--- src/swrm_pkg.sv ---
`timescale 1ns / 1ps
// ----------------------------------------------------------------------------
// swrm_pkg : shared definitions for the sliding window rate meter
// Field widths, register codes, sequencer states and divider port structs.
// ----------------------------------------------------------------------------
package swrm_pkg;

  localparam int RING_DEPTH_DEF = 64;

  localparam int TIME_W  = 32;
  localparam int BYTES_W = 32;
  localparam int SUM_W   = 40;
  localparam int WIN_W   = 20;
  localparam int MIN_W   = 16;
  localparam int RATE_W  = 32;
  localparam int HELD_W  = 7;

  localparam int IN_W    = TIME_W + BYTES_W;
  localparam int OUT_W   = 40;
  localparam int OUT_PAD = OUT_W - RATE_W - HELD_W;

  localparam int CFG_IDX_W  = 2;
  localparam int CFG_DATA_W = 20;

  // divider: 1000 * 40-bit sum needs 50 bits, stretched duration needs 33
  localparam int NUM_W  = 50;
  localparam int DEN_W  = 33;
  localparam int STEP_W = 6;

  localparam logic [STEP_W-1:0] SPACE_STEPS = STEP_W'(TIME_W);
  localparam logic [STEP_W-1:0] RATE_STEPS  = STEP_W'(NUM_W);

  // x * 1000 = (x << 10) - (x << 4) - (x << 3)
  localparam int MUL_SH_HI = 10;
  localparam int MUL_SH_A  = 4;
  localparam int MUL_SH_B  = 3;

  localparam logic [WIN_W-1:0] WINDOW_RESET  = 20'd40000;
  localparam logic [MIN_W-1:0] MIN_DUR_RESET = 16'd880;

  typedef enum logic [CFG_IDX_W-1:0] {
    REG_WINDOW  = 2'd0,
    REG_MIN_DUR = 2'd1
  } cfg_reg_t;

  typedef enum logic [4:0] {
    S_IDLE,
    S_PREV_RD,
    S_PREV_USE,
    S_DROP,
    S_WRITE,
    S_EVICT_RD,
    S_EVICT_CHK,
    S_CALC_RD,
    S_CALC_OLD,
    S_CALC_NEW,
    S_FLOOR,
    S_ONE_IDLE,
    S_SPACE_GO,
    S_SPACE_WAIT,
    S_GAP,
    S_STRETCH,
    S_MUL_A,
    S_MUL_B,
    S_DIV_GO,
    S_DIV_WAIT,
    S_FINISH
  } state_t;

  typedef struct packed {
    logic              start;
    logic [NUM_W-1:0]  dividend;
    logic [DEN_W-1:0]  divisor;
    logic [STEP_W-1:0] steps;
  } div_req_t;

  typedef struct packed {
    logic             done;
    logic [NUM_W-1:0] quotient;
  } div_rsp_t;

endpackage

--- src/swrm_ring.sv ---
`timescale 1ns / 1ps
// ----------------------------------------------------------------------------
// swrm_ring : entry ring storage
// Byte counts and times of the window entries, one write and one
// registered read port.
// ----------------------------------------------------------------------------
module swrm_ring #(
  parameter int DEPTH = swrm_pkg::RING_DEPTH_DEF,
  localparam int IDX_W = $clog2(DEPTH)
) (
  input  logic                         clk,
  input  logic                         wr_en,
  input  logic [IDX_W-1:0]             wr_addr,
  input  logic [swrm_pkg::BYTES_W-1:0] wr_bytes,
  input  logic [swrm_pkg::TIME_W-1:0]  wr_time,
  input  logic [IDX_W-1:0]             rd_addr,
  output logic [swrm_pkg::BYTES_W-1:0] rd_bytes,
  output logic [swrm_pkg::TIME_W-1:0]  rd_time
);

  logic [swrm_pkg::BYTES_W-1:0] bytes_mem [DEPTH];
  logic [swrm_pkg::TIME_W-1:0]  time_mem  [DEPTH];

  always_ff @(posedge clk) begin
    if (wr_en) begin
      bytes_mem[wr_addr] <= wr_bytes;
      time_mem[wr_addr]  <= wr_time;
    end
  end

  always_ff @(posedge clk) begin
    rd_bytes <= bytes_mem[rd_addr];
    rd_time  <= time_mem[rd_addr];
  end

endmodule

--- config.mk ---
export PLATFORM = sky130hd
export DESIGN_NAME = swrm_ring
export DESIGN_NICKNAME = d
export VERILOG_FILES = /design/src/swrm_pkg.sv /design/src/swrm_ring.sv
export SDC_FILE = /design/constraint.sdc
export NUM_CORES = 2
export LEC_CHECK = 0
export BUFFER_PORTS_ARGS = -buffer_cell sky130_fd_sc_hd__buf_2
export CORE_ASPECT_RATIO = 1.2
export CORE_MARGIN = 5
export CORE_UTILIZATION = 60
export DETAILED_ROUTE_END_ITERATION = 8
export PLACE_DENSITY = 0.76
export SYNTH_ARGS = -nofsm -noshare
export SYNTH_HDL_FRONTEND = slang
export SYNTH_SLANG_ARGS = --single-unit
export TNS_END_PERCENT = 1
--- constraint.sdc ---
create_clock -name clk -period 6 [get_ports clk]
set_input_delay 1.2 -clock clk [delete_from_list [all_inputs] [get_ports clk]]
set_output_delay 1.2 -clock clk [all_outputs]
set_load 0.02 [all_outputs]
==> summary.txt <==
Run status
  – Status: finished clean

Clock network
  – Max H-tree Level: 5
  – Resized Gates After CTS: 0
  – Clk buf depth: 4
  – Clock root buffer: clkbuf_16
  – Clk_lat worst skew: 0.94 ns
  – Clk slew on worst S/H paths: roughly 0.070 ns
  – Cts bufs inserted: about 380
  – Clk sinks: 4160
  – CTS tree: done
  – # hold bufs at CTS: 0
  – Setup bufs post-CTS: 0

Synth
  – Ys async rst share: 0
  – Top-count cell post-synth: edfxtp_1
  – EDFF count, synth: between 4000 and 5000
  – Post-synthesis simple-gate area fraction: 0.00831
  – Adder-cell share of the synthesized area: 0
  – Top post-synthesis cells by count: edfxtp_1 (4096), mux4_2 (1024), a22oi_1 (256)
  – Combinational family with the most area after synthesis: multiplexers
  – Yosys cell types: 30
  – Yosys reg bits: 4160
  – Dominant cells by area after synthesis: edfxtp_1 (79%), mux4_2 (15%), a22oi_1 (1.2%)
  – Synth Area in Compound Gates: 0.0280
  – Post-synthesis sequential area ratio: 0.797
  – Synth area leader: edfxtp_1
  – Syn_area_per_cell: roughly 24 µm²
  – Syn. warnings: 0
  – Syn_nets: 6583
  – Top_reg_cell synth: edfxtp_1
  – XOR/XNOR Fraction of Synth Area: 0
  – Yosys top cell area share: 0.789
  – Mapped Area: 0.156 mm²
  – Post-synthesis mux area share: 0.154
  – Post-synthesis instance total: 6505

Placed design
  – Post-place setup slack: 1.68 ns
  – GP Congestion: 0.842
  – Area after DPL: between 0.15 and 0.2 mm²
  – Dpl hpwl: about 240 mm
  – Placed Cells: roughly 10000
  – IO buf count: about 140

GRT
  – Initial antenna violation count: 20
  – Pin count of the biggest net entering global routing: 109
  – First-pass GRT wire length: 623 mm
  – Vias in the first global route: between 80000 and 90000
  – Gr ovfl total: 0
  – Gr usage total: 0.334

Floorplanning
  – Die ar.: 0.270 mm²
  – Starting Density: 0.601
  – Cell row count: 205
  – Core area: roughly 0.26 mm²
  – Io pins: 142
  – Die height: 568 µm
  – Die W: 475 µm

Drt
  – Iter 0 DRT Violations: 13277
  – Routed vias/inst: ~7.4
  – Antenna Violating Nets Remaining: 0
  – Final WL: 447 mm
  – Residual DRC: 0
  – Vias: 79041
  – Drt wl/cell: 41.9 µm
  – Drt pass-1 iters: 9

Worst setup path
  – Critical Path Fanout Max: 37
  – Crit. End Element: register
  – Arrival @ worst endpoint: 4.08 ns
  – Critical Path RT: about 6.6 ns
  – WS Path Type: input pin to register
  – Startpoint type of the worst setup path: input pin

Job
  – Max-cap violations: 0

Cells and area
  – Final Instance Area: 0.175 mm²
  – Fin util: 0.676
  – Area growth, synth to finish: 12.4%
  – Non-Filler Instances: 10685
  – Fin nets: 7013
  – Proportion of layout cells with a drive suffix above 1: 0.286

Timing
  – Max Fclk: 285 MHz
  – Final-report setup violation count: 0
  – Min Clock Period, post-route: 3.51 ns
  – Hold WS: around 0.84 ns
  – Rel. slew slack: 0.131
  – Final hold viol count: 0
  – Final Slew Violations: 0
  – Fin crit share: 0.584
  – Skew final: 0.0464 ns
  – PnR worst setup slack: 2.49 ns
  – Setup_tns: 0 ns
  – Worst Tran Pin Value: 1.30 ns
  – RSZ-0062 raised after global routing: false

Power
  – Tot Pwr: 60.4 mW
  – Leakage: 54.6 nW
  – Pwr dens: 345 mW/mm²
  – Worst VDD drop: 0.000255 V

Hold path
  – Hold Path Class: register to register
==> registers in the layout (all words and copies together), names as in the netlist <==
signal,cells
rd_time,32
time_mem,2048
bytes_mem,2048
rd_bytes,32
==> final cells by class <==
class | count | area, µm²
diodes | 19 | 47.5
multi-input cells | 1967 | 30200
clock inverters | 222 | 2570
flip-flops and latches | 4160 | 124000
well taps | 3415 | 4270
clock buffers | 480 | 10200
inverters | 1 | 3.75
fillers | 14862 | 84100
repair buffers | 421 | 3610
==> kinds of logic after synthesis <==
logic type             count (synthesis)
AND/OR/NAND/NOR                      278
AO/OA/AOI/OAI                        575
flip-flops                          4160
buffers and inverters                378
multiplexers                        1114
==> cell usage in the layout (no fill, tap or decap), drive strengths merged, types with 19 or more instances in the layout <==
| cell | count |
|---|---|
| mux2i | 90 |
| a211oi | 63 |
| dfxtp | 64 |
| o22ai | 102 |
| a21oi | 25 |
| nor2 | 110 |
| buf | 421 |
| diode | 19 |
| clkbuf | 480 |
| o211a | 64 |
| o221ai | 64 |
| clkinv | 152 |
| bufinv | 47 |
| mux4 | 1024 |
| edfxtp | 4096 |
| nand3 | 133 |
| a22oi | 256 |
==> power breakdown <==
group          total (mW)  internal [mW]  switching (mW)
Sequential           32.3           32.2           0.153
Clock                25.0           14.2            10.9
Combinational        3.00           1.02            1.99
==> metal layers <==
| metal | vias to the layer above | part of all wire | global-route usage |
|---|---|---|---|
| met1 | 41167 | 0.31 | 0.420 |
| met2 | 7214 | 0.48 | 0.525 |
| met4 | 10 | 0.085 | 0.225 |
| li1 | 29120 | - | - |
| met5 | - | 0.00012 | 0 |
| met3 | 1530 | 0.12 | 0.0772 |
==> critical path: stages <==
cell     delay (ns)
buf_2          0.32
nor2b_1        0.34
nand3_1        0.65
nor2_4         1.01
buf_12         0.45
==> path summary, 6_finish.rpt <==
kind,slack (ns),endpoint,start,cells past startpoint
min,0.84,rd_bytes[7]$_DFF_P_,bytes_mem[28][7]$_DFFE_PP_,4
max reg2reg,3.89,rd_bytes[0]$_DFF_P_,bytes_mem[38][0]$_DFFE_PP_,4
max,2.49,time_mem[61][0]$_DFFE_PP_,wr_en,5
min reg2reg,0.84,rd_bytes[7]$_DFF_P_,bytes_mem[28][7]$_DFFE_PP_,4
Note: power is estimated with default switching activity, not from simulation.
