## config.mk

```make
export PLATFORM = sky130hd
export DESIGN_NAME = swrm_div
export DESIGN_NICKNAME = d
export VERILOG_FILES = /design/src/swrm_pkg.sv /design/src/swrm_div.sv
export SDC_FILE = /design/constraint.sdc
export NUM_CORES = 1
export LEC_CHECK = 0
export ABC_AREA = 1
export BUFFER_PORTS_ARGS = -buffer_cell sky130_fd_sc_hd__buf_4
export CORE_UTILIZATION = 61
export DETAILED_ROUTE_END_ITERATION = 10
export PLACE_DENSITY = 0.95
export SLEW_MARGIN = 20
export SYNTH_ARGS = -nofsm -noshare
export SYNTH_HDL_FRONTEND = slang
export SYNTH_SLANG_ARGS = --single-unit
```

## constraint.sdc

```tcl
create_clock -name clk -period 3.3 [get_ports clk]
set_input_delay 0.66 -clock clk [delete_from_list [all_inputs] [get_ports clk]]
set_output_delay 0.66 -clock clk [all_outputs]
set_load 0.01 [all_outputs]
```

## src/swrm_pkg.sv

```systemverilog
`timescale 1ns / 1ps
// ----------------------------------------------------------------------------
// swrm_pkg : shared definitions for the sliding window rate meter
// Field widths, register codes, sequencer states and divider port structs.
// ----------------------------------------------------------------------------
package swrm_pkg;

  localparam int RING_DEPTH_DEF = 64;

  localparam int TIME_W  = 32;
  localparam int BYTES_W = 32;
  localparam int SUM_W   = 40;
  localparam int WIN_W   = 20;
  localparam int MIN_W   = 16;
  localparam int RATE_W  = 32;
  localparam int HELD_W  = 7;

  localparam int IN_W    = TIME_W + BYTES_W;
  localparam int OUT_W   = 40;
  localparam int OUT_PAD = OUT_W - RATE_W - HELD_W;

  localparam int CFG_IDX_W  = 2;
  localparam int CFG_DATA_W = 20;

  // divider: 1000 * 40-bit sum needs 50 bits, stretched duration needs 33
  localparam int NUM_W  = 50;
  localparam int DEN_W  = 33;
  localparam int STEP_W = 6;

  localparam logic [STEP_W-1:0] SPACE_STEPS = STEP_W'(TIME_W);
  localparam logic [STEP_W-1:0] RATE_STEPS  = STEP_W'(NUM_W);

  // x * 1000 = (x << 10) - (x << 4) - (x << 3)
  localparam int MUL_SH_HI = 10;
  localparam int MUL_SH_A  = 4;
  localparam int MUL_SH_B  = 3;

  localparam logic [WIN_W-1:0] WINDOW_RESET  = 20'd40000;
  localparam logic [MIN_W-1:0] MIN_DUR_RESET = 16'd880;

  typedef enum logic [CFG_IDX_W-1:0] {
    REG_WINDOW  = 2'd0,
    REG_MIN_DUR = 2'd1
  } cfg_reg_t;

  typedef enum logic [4:0] {
    S_IDLE,
    S_PREV_RD,
    S_PREV_USE,
    S_DROP,
    S_WRITE,
    S_EVICT_RD,
    S_EVICT_CHK,
    S_CALC_RD,
    S_CALC_OLD,
    S_CALC_NEW,
    S_FLOOR,
    S_ONE_IDLE,
    S_SPACE_GO,
    S_SPACE_WAIT,
    S_GAP,
    S_STRETCH,
    S_MUL_A,
    S_MUL_B,
    S_DIV_GO,
    S_DIV_WAIT,
    S_FINISH
  } state_t;

  typedef struct packed {
    logic              start;
    logic [NUM_W-1:0]  dividend;
    logic [DEN_W-1:0]  divisor;
    logic [STEP_W-1:0] steps;
  } div_req_t;

  typedef struct packed {
    logic             done;
    logic [NUM_W-1:0] quotient;
  } div_rsp_t;

endpackage

```

## src/swrm_div.sv

```systemverilog
`timescale 1ns / 1ps
// ----------------------------------------------------------------------------
// swrm_div : shared bit-serial divider
// Restoring division, one quotient bit per cycle, step count per request.
// ----------------------------------------------------------------------------
module swrm_div (
  input  logic               clk,
  input  logic               rst,
  input  swrm_pkg::div_req_t req,
  output swrm_pkg::div_rsp_t rsp
);

  logic                          busy;
  logic                          done;
  logic [swrm_pkg::STEP_W-1:0]   cnt;
  logic [swrm_pkg::NUM_W-1:0]    quo;
  logic [swrm_pkg::DEN_W-1:0]    rem;
  logic [swrm_pkg::DEN_W-1:0]    divisor;
  logic [swrm_pkg::DEN_W:0]      shifted;
  logic [swrm_pkg::DEN_W:0]      trial;
  logic                          take;

  // dividend bits enter the remainder from the top of the quotient shift
  assign shifted = {rem, quo[swrm_pkg::NUM_W-1]};
  assign trial   = shifted - {1'b0, divisor};
  assign take    = !trial[swrm_pkg::DEN_W];

  always_ff @(posedge clk) begin
    if (rst) begin
      busy <= 1'b0;
      done <= 1'b0;
      cnt  <= '0;
    end else begin
      done <= 1'b0;
      if (req.start) begin
        busy <= 1'b1;
        cnt  <= req.steps;
      end else if (busy) begin
        cnt <= cnt - 1'b1;
        if (cnt == swrm_pkg::STEP_W'(1)) begin
          busy <= 1'b0;
          done <= 1'b1;
        end
      end
    end
  end

  always_ff @(posedge clk) begin
    if (req.start) begin
      quo     <= req.dividend;
      rem     <= '0;
      divisor <= req.divisor;
    end else if (busy) begin
      rem <= take ? trial[swrm_pkg::DEN_W-1:0] : shifted[swrm_pkg::DEN_W-1:0];
      quo <= {quo[swrm_pkg::NUM_W-2:0], take};
    end
  end

  assign rsp.done     = done;
  assign rsp.quotient = quo;

  a_no_restart: assert property (@(posedge clk) disable iff (rst)
    req.start |-> !busy)
    else $error("divider restarted while busy");

  a_done_after_last: assert property (@(posedge clk) disable iff (rst)
    (busy && cnt == swrm_pkg::STEP_W'(1) && !req.start) |=> (done && !busy))
    else $error("divider missed its done pulse");

endmodule

```

==> results.yml <==
placed_design:
  place_area_um2: 9160
  hpwl_mm: 16.1
  io_buffers: 142
  post-place-ws_ps: 639
  placed_cells: 1439
  place_congestion: 1.02
worst_setup_path:
  cpMaxStageDelayCell: "nand2_2"
  cpMostUsedCell: "nand2_1"
  worstSetupPathType: "reg -> reg"
  cp.buffers_inverters: 3
  required_ps: 3450
  cp.arrival_ps: 2900
  critPathCaptureType: "register"
  crit_chain: "inv_1, ha_1, nand2_1, nand2_1, inv_1, nand2_1, inv_2, nand3_2, nand2_2, nand2_4, nand2_4, nand3_2, nand2_2, o21ai_1"
  crit_fanout: 12
  slowest_delay_ps: 500
  critPathLaunchType: "register"
  critPathTopFamily: "simple AND/OR/NAND/NOR gates"
yosys:
  syn-cell-area_um2: 7990
  syn_inst: 1149
  yosysMostFrequentCell: "nand2_1"
  synth-async-reset-ratio: 0
  synth_top_area_cell: "edfxtp_1"
  avgSynthCellArea_um2: 6.95
  synth_top_area_share: 0.312
  synth_seq_area_share: 0.415
  yosys_warnings: 0
  synthTopCellsByArea: "edfxtp_1, nand2_1, dfxtp_1, inv_1, nand3_1"
  synthTopCellsByCount: "nand2_1, inv_1, nand3_1"
  synth_nets: 1277
  synth_edf_count: 83
  synth_flop_cell: "edfxtp_1"
  synth_seq_cells: 124
  ys_types: 36
power_and_ir_drop:
  p_leak_nw: 5.35
  powerDensity_nw_per_um2: 433
  vdd_drop_max_uv: 441
  p_total_mw: 4.20
die:
  io_pins: 143
  core-area_um2: 12700
  fp.dieArea_um2: 13600
  rows: 41
  dieWidth_um: 116
  fp.dieH_um: 116
  initial_core_util: 0.630
global_route:
  antenna_found_initial: 0
  grt_overflow: 0
  grt_max_degree: 63
  grt_usage: 0.363
  grt_pass1_vias: 7612
  grt_pass1_wl_mm: 36.9
route:
  wl_mm: 23.3
  drc: 0
  wire_per_inst_um: 15.9
  viasPerCell: 5.30
  via_count: 7793
  drt_iter0_drc: 747
  drtAntennaViolNets: 0
  dr.pass1.iters: 5
cells_and_area:
  drive_gt1_frac: 0.160
  fin_nets: 1414
  design_area_um2: 9700
  area_delta_synth_final_pct: 21.5
  diodes: 0
  layoutNonFillerInstCount: 1471
clocking:
  tritoncts.num_buffers: 17
  cts_buffer_depth: 2
  cts.htree.levels: 4
  path_clk_slew_ps: 60
  clockRootBuffer: "clkbuf_16"
  cts_tree: "built"
  hold_buffers: 0
  worstSkewPairLatency_ps: 430
  cts-resized-gates: 0
  post_cts_buffers: 0
  cts_sinks: 124
sta:
  finalSetupTns_ps: 0
  period_needed_ps: 2750
  fmax_mhz: 364
  max_slew_margin: 0.514
  finalHoldViolCount: 0
  slew_violations: 0
  period_share: 0.833
  setup_ws_ps: 551
  worst_pin_slew_ps: 729
  rsz0062_at_grt: "false"
  skew_ps: 10.1
  finalSetupViolations: 0
status:
  status: "complete, no violations"
flow_run:
  drv_cap: 0
hold_path:
  hp-class: "in -> reg"
[metal layers]
metal  vias up  track usage  part of all wire
li1       3810            -                 -
met1      3494        0.428              0.39
met2       428        0.614              0.48
met3        61       0.0939             0.097
met4         0        0.178             0.033
met5         -            0                 0
[cells by family after synthesis]
group	after synthesis	synth area share
AND/OR/NAND/NOR	687	0.362
flip-flops	124	0.415
buffers and inverters	242	0.118
adder cells (fa/ha/maj)	36	0.0573
XOR/XNOR	16	0.0176
AO/OA/AOI/OAI	44	0.0310
[state kept, by name, summed over array words and instances (netlist names)]
signal	flops
rem	33
divisor	33
cnt	6
done	1
quo	50
busy	1
[area by class of cell]
class	instances	area, um^2
Inverter	214	803
Tap cell	172	215
Fill cell	902	2970
Multi-Input combinational cell	783	3740
Timing Repair Buffer	146	1100
Sequential cell	124	3310
Clock buffer	21	440
Clock inverter	11	98.8
[where the power goes]
group	total (mW)	internal, mW	switching (mW)
sequential	1.85	1.79	0.0652
clock	1.74	1.03	0.710
combinational	0.607	0.254	0.354
[cell usage in the layout, fill, tap and decap left out, types with 4 or more instances in the layout]
master     netlist  routed
a21oi_1         23      23
buf_4            3     146
clkbuf_1        14       4
clkbuf_16        0      17
clkinv_2         0       4
dfxtp_1         41      41
edfxtp_1        83      83
ha_1            35      35
inv_1          210     209
inv_2            3       4
nand2_1        491     491
nand2_2         15      15
nand2_4          5       5
nand3_1         98      98
nand3b_1         6       6
nand4_1          9       9
nor2_1          47      46
nor3_1           5       5
o21ai_0          7       7
o21bai_1         6       6
xnor2_1         13      13
[stage by stage]
step                      hold slack, ps   util
final                                407  0.766
after global routing                 392  0.766
after CTS                            393  0.766
after detailed placement             467  0.723
after global placement               460  0.723
after floorplan                      449      -
[path summary, 6_finish.rpt]
path | start | slack, ps | to | depth (start not counted)
max | divisor[8]$_DFFE_PP_ | 550 | quo[0]$_DFFE_PP_ | 14
min | req[20] | 410 | divisor[14]$_DFFE_PP_ | 1
max reg2reg | divisor[8]$_DFFE_PP_ | 550 | quo[0]$_DFFE_PP_ | 14
min reg2reg | rem[13]$_SDFFE_PP0P_ | 470 | rem[13]$_SDFFE_PP0P_ | 2
Note: power is estimated with default switching activity, not from simulation.
